`src/qdec_pkg.sv`:
```
// qdec_pkg: shared types and constants of the quadrature decoder with speed
// used by the channel interfaces, the register port, the divider and the top level
// no dependencies

package qdec_pkg;

	// counter width, counters wrap modulo 2^COUNT_BITS (8 to 32)
	localparam int COUNT_BITS = 32;

	// payload widths
	localparam int TIME_W  = 32;
	localparam int DIST_W  = 32;
	localparam int SPEED_W = 32;
	localparam int FACTOR_W = 16;
	localparam int DIR_W   = 2;

	// speed divider: (distance << 16) / elapsed
	localparam int FRAC_W     = 16;
	localparam int DIVIDEND_W = DIST_W + FRAC_W;
	localparam int DIVISOR_W  = TIME_W;
	localparam int DIV_CNT_W  = $clog2(DIVIDEND_W);

	// register port
	localparam int PADDR_W   = 3;
	localparam int PDATA_W   = 32;
	localparam int REG_IDX_W = PADDR_W - 2;
	localparam logic [REG_IDX_W-1:0] REG_DIST_PER_COUNT = '0;
	localparam logic [FACTOR_W-1:0]  FACTOR_RESET = FACTOR_W'(1);

	// input item kinds
	localparam logic KIND_SAMPLE = 1'b0;
	localparam logic KIND_CLEAR  = 1'b1;

	// step classification codes
	localparam logic [DIR_W-1:0] STEP_NONE   = 2'd0;
	localparam logic [DIR_W-1:0] STEP_FWD    = 2'd1;
	localparam logic [DIR_W-1:0] STEP_BWD    = 2'd2;
	localparam logic [DIR_W-1:0] STEP_GLITCH = 2'd3;

	// latched direction codes
	localparam logic [DIR_W-1:0] DIR_UNKNOWN = 2'd0;
	localparam logic [DIR_W-1:0] DIR_FWD     = 2'd1;
	localparam logic [DIR_W-1:0] DIR_BWD     = 2'd2;

	// sequencer states
	typedef enum logic [2:0] {
		ST_IDLE,
		ST_MUL,
		ST_DIV_GO,
		ST_DIV_WAIT,
		ST_OUT
	} qdec_state_t;

endpackage

```
`src/qdec_if.sv`:
```
// qdec_if: valid/ready channel interfaces for sample items and result items
// depends on qdec_pkg

interface qdec_in_if
	import qdec_pkg::*;
();
	logic              valid;
	logic              ready;
	logic              kind;
	logic              line_a;
	logic              line_b;
	logic [TIME_W-1:0] now_us;

	modport source (output valid, kind, line_a, line_b, now_us, input ready);
	modport sink (input valid, kind, line_a, line_b, now_us, output ready);
endinterface

interface qdec_out_if
	import qdec_pkg::*;
();
	logic               valid;
	logic               ready;
	logic [DIR_W-1:0]   step_dir;
	logic [31:0]        forward_steps;
	logic [31:0]        backward_steps;
	logic [DIST_W-1:0]  distance_um;
	logic [SPEED_W-1:0] speed_q16;
	logic [DIR_W-1:0]   last_dir;

	modport source (output valid, step_dir, forward_steps, backward_steps, distance_um,
		speed_q16, last_dir, input ready);
	modport sink (input valid, step_dir, forward_steps, backward_steps, distance_um,
		speed_q16, last_dir, output ready);
endinterface

```
`src/qdec_apb.sv`:
```
// qdec_apb: APB register port holding the distance-per-count factor
// depends on qdec_pkg

module qdec_apb
	import qdec_pkg::*;
(
	input  logic                clk,
	input  logic                arst_n,
	input  logic                psel,
	input  logic                penable,
	input  logic                pwrite,
	input  logic [PADDR_W-1:0]  paddr,
	input  logic [PDATA_W-1:0]  pwdata,
	output logic [PDATA_W-1:0]  prdata,
	output logic                pready,
	output logic [FACTOR_W-1:0] factor
);

	logic [FACTOR_W-1:0] factor_q;
	logic                sel_factor;

	assign pready     = 1'b1;
	assign sel_factor = (paddr[PADDR_W-1:2] == REG_DIST_PER_COUNT);

	// register write in the access phase
	always_ff @(posedge clk or negedge arst_n) begin
		if (!arst_n) begin
			factor_q <= FACTOR_RESET;
		end else if (psel && penable && pwrite && pready && sel_factor) begin
			factor_q <= pwdata[FACTOR_W-1:0];
		end
	end

	// read back
	assign prdata = sel_factor ? PDATA_W'(factor_q) : '0;
	assign factor = factor_q;

endmodule

```
`src/qdec_div.sv`:
```
// qdec_div: restoring divider, one quotient bit per cycle
// depends on qdec_pkg

module qdec_div
	import qdec_pkg::*;
(
	input  logic                  clk,
	input  logic                  arst_n,
	input  logic                  start,
	input  logic [DIVIDEND_W-1:0] dividend,
	input  logic [DIVISOR_W-1:0]  divisor,
	output logic                  busy,
	output logic                  done,
	output logic [DIVIDEND_W-1:0] quotient
);

	logic                  busy_q;
	logic                  done_q;
	logic [DIV_CNT_W-1:0]  cnt_q;
	logic [DIVISOR_W-1:0]  rem_q;
	logic [DIVISOR_W-1:0]  dvs_q;
	logic [DIVIDEND_W-1:0] quo_q;
	logic [DIVISOR_W:0]    rem_sh;
	logic                  ge;

	// trial subtract on the shifted remainder
	assign rem_sh = {rem_q, quo_q[DIVIDEND_W-1]};
	assign ge     = (rem_sh >= {1'b0, dvs_q});

	// control
	always_ff @(posedge clk or negedge arst_n) begin
		if (!arst_n) begin
			busy_q <= 1'b0;
			done_q <= 1'b0;
			cnt_q  <= '0;
		end else begin
			done_q <= 1'b0;
			if (start) begin
				busy_q <= 1'b1;
				cnt_q  <= '0;
			end else if (busy_q) begin
				cnt_q <= cnt_q + 1'b1;
				if (cnt_q == DIV_CNT_W'(DIVIDEND_W - 1)) begin
					busy_q <= 1'b0;
					done_q <= 1'b1;
				end
			end
		end
	end

	// datapath, dividend shifts out as quotient bits shift in
	always_ff @(posedge clk) begin
		if (start) begin
			rem_q <= '0;
			dvs_q <= divisor;
			quo_q <= dividend;
		end else if (busy_q) begin
			rem_q <= ge ? DIVISOR_W'(rem_sh - {1'b0, dvs_q}) : rem_sh[DIVISOR_W-1:0];
			quo_q <= {quo_q[DIVIDEND_W-2:0], ge};
		end
	end

	assign busy     = busy_q;
	assign done     = done_q;
	assign quotient = quo_q;

	a_start_busy: assert property (@(posedge clk) disable iff (!arst_n)
		start |=> busy_q)
		else $error("divider not busy after start");
	a_done_after_busy: assert property (@(posedge clk) disable iff (!arst_n)
		done_q |-> ($past(busy_q) && !busy_q))
		else $error("divider done without a finished run");
	a_no_restart: assert property (@(posedge clk) disable iff (!arst_n)
		busy_q |-> !start)
		else $error("divider restarted while busy");

endmodule

```
`src/quadrature_decoder_with_speed.sv`:
```
// quadrature_decoder_with_speed: top level, step classification, counters and sequencer
// depends on qdec_pkg, qdec_if, qdec_apb and qdec_div

// Decodes sampled encoder lines A and B into forward, backward and glitch
// steps, keeps forward and backward counts, and reports distance (forward
// count times the distance-per-count register) and speed in micrometers per
// microsecond as unsigned Q16.16, saturating at all ones on zero elapsed time
// or overflow. One item is handled at a time: a line sample passes from
// acceptance through the 32 x 16 distance multiply, the divider load, the
// bit-per-cycle restoring divide of the 48-bit scaled distance by the 32-bit
// elapsed time, and the saturation and latching of the quotient before the
// result is offered, while a clear item goes straight to its result without
// a divide. A new item is accepted in the cycle after the result has been taken.

module quadrature_decoder_with_speed
	import qdec_pkg::*;
(
	input  logic                clk,
	input  logic                arst_n,
	qdec_in_if.sink             sample,
	qdec_out_if.source          result,
	input  logic                psel,
	input  logic                penable,
	input  logic                pwrite,
	input  logic [PADDR_W-1:0]  paddr,
	input  logic [PDATA_W-1:0]  pwdata,
	output logic [PDATA_W-1:0]  prdata,
	output logic                pready
);

	qdec_state_t state_q, state_d;

	logic                  prev_a_q, prev_b_q, prev_valid_q;
	logic [COUNT_BITS-1:0] fwd_q, bwd_q;
	logic [TIME_W-1:0]     start_time_q;
	logic [DIR_W-1:0]      dir_q;
	logic [DIR_W-1:0]      step_q;
	logic [TIME_W-1:0]     elapsed_q;
	logic [DIST_W-1:0]     dist_q;
	logic [SPEED_W-1:0]    speed_q;

	logic [FACTOR_W-1:0]   factor;
	logic                  in_acc, out_acc;
	logic                  div_start, div_busy, div_done;
	logic [DIVIDEND_W-1:0] div_quo;
	logic                  is_fwd, is_bwd, changed;
	logic [DIST_W-1:0]     product;

	qdec_apb u_apb (
		.clk     (clk),
		.arst_n  (arst_n),
		.psel    (psel),
		.penable (penable),
		.pwrite  (pwrite),
		.paddr   (paddr),
		.pwdata  (pwdata),
		.prdata  (prdata),
		.pready  (pready),
		.factor  (factor)
	);

	qdec_div u_div (
		.clk      (clk),
		.arst_n   (arst_n),
		.start    (div_start),
		.dividend ({dist_q, FRAC_W'(0)}),
		.divisor  (elapsed_q),
		.busy     (div_busy),
		.done     (div_done),
		.quotient (div_quo)
	);

	// transition rule against the previous levels
	always_comb begin
		is_fwd  = (sample.line_a == prev_a_q && sample.line_b != prev_b_q
			&& sample.line_b == sample.line_a)
			|| (prev_a_q == prev_b_q && sample.line_a != prev_a_q);
		is_bwd  = (sample.line_b == prev_b_q && sample.line_a != prev_a_q
			&& sample.line_a == sample.line_b)
			|| (prev_b_q == prev_a_q && sample.line_b != prev_b_q);
		changed = (sample.line_a != prev_a_q) || (sample.line_b != prev_b_q);
	end

	// distance, low bits of count times factor
	assign product = DIST_W'(DIST_W'(fwd_q) * DIST_W'(factor));

	assign in_acc  = sample.valid && sample.ready;
	assign out_acc = result.valid && result.ready;

	// sequencer state register
	always_ff @(posedge clk or negedge arst_n) begin
		if (!arst_n) begin
			state_q <= ST_IDLE;
		end else begin
			state_q <= state_d;
		end
	end

	// next state and handshake outputs
	always_comb begin
		state_d      = state_q;
		sample.ready = 1'b0;
		result.valid = 1'b0;
		div_start    = 1'b0;
		unique case (state_q)
			ST_IDLE: begin
				sample.ready = 1'b1;
				if (sample.valid) begin
					state_d = (sample.kind == KIND_CLEAR) ? ST_OUT : ST_MUL;
				end
			end
			ST_MUL: begin
				state_d = ST_DIV_GO;
			end
			ST_DIV_GO: begin
				div_start = 1'b1;
				state_d   = ST_DIV_WAIT;
			end
			ST_DIV_WAIT: begin
				if (div_done) begin
					state_d = ST_OUT;
				end
			end
			ST_OUT: begin
				result.valid = 1'b1;
				if (result.ready) begin
					state_d = ST_IDLE;
				end
			end
			default: begin
				state_d = ST_IDLE;
			end
		endcase
	end

	// decoder state
	always_ff @(posedge clk or negedge arst_n) begin
		if (!arst_n) begin
			prev_a_q     <= 1'b0;
			prev_b_q     <= 1'b0;
			prev_valid_q <= 1'b0;
			fwd_q        <= '0;
			bwd_q        <= '0;
			start_time_q <= '0;
			dir_q        <= DIR_UNKNOWN;
		end else if (in_acc) begin
			if (sample.kind == KIND_CLEAR) begin
				fwd_q        <= '0;
				bwd_q        <= '0;
				start_time_q <= sample.now_us;
			end else begin
				prev_a_q     <= sample.line_a;
				prev_b_q     <= sample.line_b;
				prev_valid_q <= 1'b1;
				if (prev_valid_q && is_fwd) begin
					fwd_q <= fwd_q + 1'b1;
					dir_q <= DIR_FWD;
				end else if (prev_valid_q && is_bwd) begin
					bwd_q <= bwd_q + 1'b1;
					dir_q <= DIR_BWD;
				end
			end
		end
	end

	// result payload
	always_ff @(posedge clk) begin
		if (in_acc) begin
			elapsed_q <= sample.now_us - start_time_q;
			if (sample.kind == KIND_CLEAR) begin
				step_q  <= STEP_NONE;
				dist_q  <= '0;
				speed_q <= '0;
			end else if (!prev_valid_q) begin
				step_q <= STEP_NONE;
			end else if (is_fwd) begin
				step_q <= STEP_FWD;
			end else if (is_bwd) begin
				step_q <= STEP_BWD;
			end else if (changed) begin
				step_q <= STEP_GLITCH;
			end else begin
				step_q <= STEP_NONE;
			end
		end
		if (state_q == ST_MUL) begin
			dist_q <= product;
		end
		// saturate on zero elapsed time or a quotient above 32 bits
		if (div_done) begin
			if (elapsed_q == '0 || div_quo[DIVIDEND_W-1:SPEED_W] != '0) begin
				speed_q <= '1;
			end else begin
				speed_q <= div_quo[SPEED_W-1:0];
			end
		end
	end

	assign result.step_dir       = step_q;
	assign result.forward_steps  = 32'(fwd_q);
	assign result.backward_steps = 32'(bwd_q);
	assign result.distance_um    = dist_q;
	assign result.speed_q16      = speed_q;
	assign result.last_dir       = dir_q;

	a_one_at_a_time: assert property (@(posedge clk) disable iff (!arst_n)
		!(sample.ready && result.valid))
		else $error("item accepted while a result is pending");
	a_clear_result: assert property (@(posedge clk) disable iff (!arst_n)
		(in_acc && sample.kind == KIND_CLEAR) |=>
		(result.valid && fwd_q == '0 && bwd_q == '0 && speed_q == '0))
		else $error("clear item did not give a zeroed result");
	a_div_done_out: assert property (@(posedge clk) disable iff (!arst_n)
		(div_done && state_q == ST_DIV_WAIT) |=> result.valid)
		else $error("speed result not offered after the divide");
	a_div_only_waiting: assert property (@(posedge clk) disable iff (!arst_n)
		div_busy |-> (state_q == ST_DIV_WAIT))
		else $error("divider running outside the wait state");
	a_dir_latch: assert property (@(posedge clk) disable iff (!arst_n)
		(in_acc && sample.kind == KIND_SAMPLE && prev_valid_q && is_fwd) |=> dir_q == DIR_FWD)
		else $error("direction not latched on a forward step");

endmodule
```
`src/flat_wrapper.sv`:
```
// flat-port wrapper written by rule: the top's interface ports become plain ports
module quadrature_decoder_with_speed_flat import qdec_pkg::*;
  (clk, arst_n, psel, penable, pwrite, paddr, pwdata, prdata, pready, sample_valid, sample_kind, sample_line_a, sample_line_b, sample_now_us, sample_ready, result_valid, result_step_dir, result_forward_steps, result_backward_steps, result_distance_um, result_speed_q16, result_last_dir, result_ready);
  qdec_in_if sample_i ();
  qdec_out_if result_i ();
  input  logic clk;
  input  logic arst_n;
  input  logic psel;
  input  logic penable;
  input  logic pwrite;
  input  logic [PADDR_W-1:0] paddr;
  input  logic [PDATA_W-1:0] pwdata;
  output logic [PDATA_W-1:0] prdata;
  output logic pready;
  input wire logic [$bits(sample_i.valid)-1:0] sample_valid;
  input wire logic [$bits(sample_i.kind)-1:0] sample_kind;
  input wire logic [$bits(sample_i.line_a)-1:0] sample_line_a;
  input wire logic [$bits(sample_i.line_b)-1:0] sample_line_b;
  input wire logic [$bits(sample_i.now_us)-1:0] sample_now_us;
  output wire logic [$bits(sample_i.ready)-1:0] sample_ready;
  output wire logic [$bits(result_i.valid)-1:0] result_valid;
  output wire logic [$bits(result_i.step_dir)-1:0] result_step_dir;
  output wire logic [$bits(result_i.forward_steps)-1:0] result_forward_steps;
  output wire logic [$bits(result_i.backward_steps)-1:0] result_backward_steps;
  output wire logic [$bits(result_i.distance_um)-1:0] result_distance_um;
  output wire logic [$bits(result_i.speed_q16)-1:0] result_speed_q16;
  output wire logic [$bits(result_i.last_dir)-1:0] result_last_dir;
  input wire logic [$bits(result_i.ready)-1:0] result_ready;
  assign sample_i.valid = sample_valid;
  assign sample_i.kind = sample_kind;
  assign sample_i.line_a = sample_line_a;
  assign sample_i.line_b = sample_line_b;
  assign sample_i.now_us = sample_now_us;
  assign sample_ready = sample_i.ready;
  assign result_valid = result_i.valid;
  assign result_step_dir = result_i.step_dir;
  assign result_forward_steps = result_i.forward_steps;
  assign result_backward_steps = result_i.backward_steps;
  assign result_distance_um = result_i.distance_um;
  assign result_speed_q16 = result_i.speed_q16;
  assign result_last_dir = result_i.last_dir;
  assign result_i.ready = result_ready;
  quadrature_decoder_with_speed u_core (.clk(clk), .arst_n(arst_n), .sample(sample_i), .result(result_i), .psel(psel), .penable(penable), .pwrite(pwrite), .paddr(paddr), .pwdata(pwdata), .prdata(prdata), .pready(pready));
endmodule
```
`config.mk`:
```
export PLATFORM = sky130hd
export DESIGN_NAME = quadrature_decoder_with_speed_flat
export DESIGN_NICKNAME = d
export VERILOG_FILES = /design/src/qdec_pkg.sv /design/src/qdec_if.sv /design/src/qdec_apb.sv /design/src/qdec_div.sv /design/src/quadrature_decoder_with_speed.sv /design/src/flat_wrapper.sv
export SDC_FILE = /design/constraint.sdc
export NUM_CORES = 1
export LEC_CHECK = 0
export BUFFER_PORTS_ARGS = -buffer_cell sky130_fd_sc_hd__buf_2
export CAP_MARGIN = 30
export CORE_UTILIZATION = 35
export DETAILED_ROUTE_END_ITERATION = 6
export PLACE_DENSITY = 0.53
export REMOVE_ABC_BUFFERS = 1
export SETUP_SLACK_MARGIN = 0.15
export SLEW_MARGIN = 20
export SYNTH_ARGS = -nofsm -noshare
export SYNTH_HDL_FRONTEND = slang
export SYNTH_HIERARCHICAL = 1
export SYNTH_SLANG_ARGS = --single-unit
```
`constraint.sdc`:
```
create_clock -name clk -period 18.15 [get_ports clk]
set_clock_uncertainty 0.1 [all_clocks]
set_input_delay 3.63 -clock clk [delete_from_list [all_inputs] [get_ports clk]]
set_output_delay 3.63 -clock clk [all_outputs]
set_load 0.005 [all_outputs]
```
==> reports/qor.csv <==
metric;value;unit
first-pass GRT wire length;123000;µm
switch share;0.386;
Ys Warns;6;
Syn Inst Count;2998;
Max Slew Vio Count;0;
hold crit path type;reg -> reg;
Crit Path Class;in -> out;
initial antenna violation count;12;
post-synth top area cell;fa_1;
# DRC;0;
number of synthesized flops with an enable pin;178;
Tightest Pin Transition;0.948;ns
max-cap violations;0;
Resized Gates After CTS;0;
Max Buffers Root-to-Sink;3;
Leakage;14.6;nW
CP Capture Type;primary output;
overall power;0.00351;W
period utilization;0.437;
Yosys reg bits;338;
GPL Wtd Cong;0.847;
core footprint;82200;µm²
initial DRC count;1036;
area growth from synthesis to layout;12.5;%
M2 GR Usage;0.293;
final count of negative-setup-slack endpoints;0;
I/O pin cnt;244;
later-pin clock latency in the skew report;0.59;ns
GRT overflow;0;
met3 usage;0.0341;
post-synth cell types;93;
Final #Nets;3672;
Post-CTS Hold Fix Bufs;0;
Worst EP arrival;4.21;ns
Tmin final;7.94;ns
TritonCTS clock tree;built;
DR WL/cell;18.1;µm
commonest non-fill, non-tap cell in the layout;inv_1;
Post-CTS Setup Repair Bufs;0;
Total GRT Usage;0.185;
clock sink total;338;
final setup TNS;0;ns
DIE AREA;84300;µm²
crit path launch type;input port;
CP required;14.42;ns
Clk Tree Root Cell;clkbuf_16;
post-synthesis async set-or-reset flop share;0.379;
fmax;0.126;GHz
unrepaired setup endpoints after global routing;no;
most frequent cells in the layout;inv_1, nand2_1, fa_1;
Avg Cell Area, Syn;9.71;µm²
Post-Syn Area;29100;µm²
port buffer count;208;
GR Util met1;0.252;
H-tree levels;2;
Synth area leaders;fa_1, edfxtp_1, dfrtp_1;
status;finished clean;
internal power;0.00215;W
die extent in y;290;µm
share of cells above drive strength 1;0.134;
Pre-antenna DRT Iters;5;
largest net degree at the start of global routing;123;
sequential area share after synthesis;0.316;
Vias;21000;
switching power of the nets;0.00136;W
VDD IR max;0.0770;mV
CTS clk-pin slew, worst paths;0.06;ns
Pwr Density;107;nW/µm²
Initial Util;0.354;
Slew Limit Headroom;0.368;
routed vias/inst;4.91;
vias in the first global route;21200;
GR peak layer;met2;
overall routed net length;77200;µm
Sequential Power Share;0.329;
Synth Flop Type;edfxtp_1;
final hold vios;0;
dpl hpwl;56600;µm
Clock Power Share;0.252;
Num CTS Buffers;45;
Final Core Density;0.398;
Yosys top cell area share;0.210;
Filler Cells Inserted;8207;
logic gate share of total power;0.419;
worst-path maximum fanout;17;
post-route ant nets;0;
row count;105;
die span in x;290;µm
-- per-layer routing --
layer	part of all wire	routed length, µm
met2	0.45	34600
met1	0.47	36000
met5	0.00065	50
met3	0.052	3990
met4	0.033	2540
-- area by class of cell --
class / count / area, µm² / area share
antenna: 2 / 5.00 / 0.000153
inverter: 420 / 1580 / 0.0482
tap: 1070 / 1340 / 0.0409
clock buffer: 61 / 1270 / 0.0387
timing repair buffer: 251 / 1420 / 0.0435
sequential: 338 / 9190 / 0.281
clock inverter: 23 / 226 / 0.00692
multi-input combinational: 2102 / 17700 / 0.541
-- power by group through the flow --
| stage | Clock [W] | Combinational, W | Sequential [W] |
|---|---|---|---|
| after floorplan | 0 | 0.00106 | 0.00116 |
| after global placement | 0 | 0.00145 | 0.00117 |
| after detailed placement | 0 | 0.00146 | 0.00117 |
| after CTS | 0.000921 | 0.00147 | 0.00116 |
| after global routing | 0.000949 | 0.00165 | 0.00118 |
| final | 0.000886 | 0.00147 | 0.00115 |
-- sequential cells by signal, indices dropped and copies added (netlist names), 3 cells and up --
signal / flops
u_core/elapsed_q: 32
u_core/u_div/dvs_q: 32
u_core/result.speed_q16: 32
u_core/result.forward_steps: 32
u_core/result.backward_steps: 32
u_core/u_apb/factor: 16
u_core/u_div/rem_q: 32
u_core/u_div/quotient: 48
u_core/result.distance_um: 32
u_core/state_q: 3
u_core/u_div/cnt_q: 6
u_core/start_time_q: 32
-- logic make-up (layout without fill, tap and decap cells) --
kind of cell | after synthesis | in the layout | synth area share
multiplexers | 73 | 73 | 0.0293
AO/OA/AOI/OAI | 415 | 415 | 0.0948
flip-flops | 338 | 338 | 0.316
other | 3 | 35 | 0.000387
AND/OR/NAND/NOR | 993 | 993 | 0.167
XOR/XNOR | 151 | 151 | 0.0454
buffers and inverters | 588 | 755 | 0.0802
adder cells (fa/ha/maj) | 437 | 437 | 0.267
-- per-stage QoR --
| step | setup WS [ns] | cells | area, µm² | hold WS (ns) |
|---|---|---|---|---|
| floorplan | 7.56 | 2860 | 28500 | 0.327 |
| global placement | 10.22 | 4179 | 31200 | 0.332 |
| detailed placement | 10.22 | 4180 | 31200 | 0.336 |
| CTS | 10.21 | 4264 | 32700 | 0.334 |
| global route | 10.17 | 4266 | 32700 | 0.350 |
| finish | 10.21 | 4267 | 32700 | 0.344 |
-- worst max-delay path: stages --
cell and delay (ns):
buf_2 0.24, and2b_1 0.22, buf_2 0.12
-- synthesized netlist by cell type, drive strengths merged, types with 22 or more instances --
cell type  number
a21oi         113
nor2          164
mux2           67
nand2         409
clkbuf        130
ha            131
nor2b          25
edfxtp        178
a311oi         24
fa            306
dfrtp         127
and3           22
inv           420
and2          180
nand3          35
dfxtp          32
o21a           49
buf            38
a21o           36
nor3           27
o21ai          98
nand4          36
xor2           75
xnor2          76
-- final timing paths --
check | start | endpoint | slack, ns | depth (start not counted)
min in group asynchronous | arst_n | u_core/start_time_q[28] | 3.00 | 1
worst max-delay path | paddr[2] | prdata[13] | 10.21 | 3
worst max register to register | u_core/result.forward_steps[5] | u_core/result.distance_um[20] | 11.25 | 18
worst min register to register | u_core/elapsed_q[2] | u_core/u_div/dvs_q[2] | 0.34 | 0
max in group asynchronous | arst_n | u_core/u_apb/factor[1] | 13.62 | 2
worst min-delay path | u_core/elapsed_q[2] | u_core/u_div/dvs_q[2] | 0.34 | 0
Power figures use the tool's default switching activity.
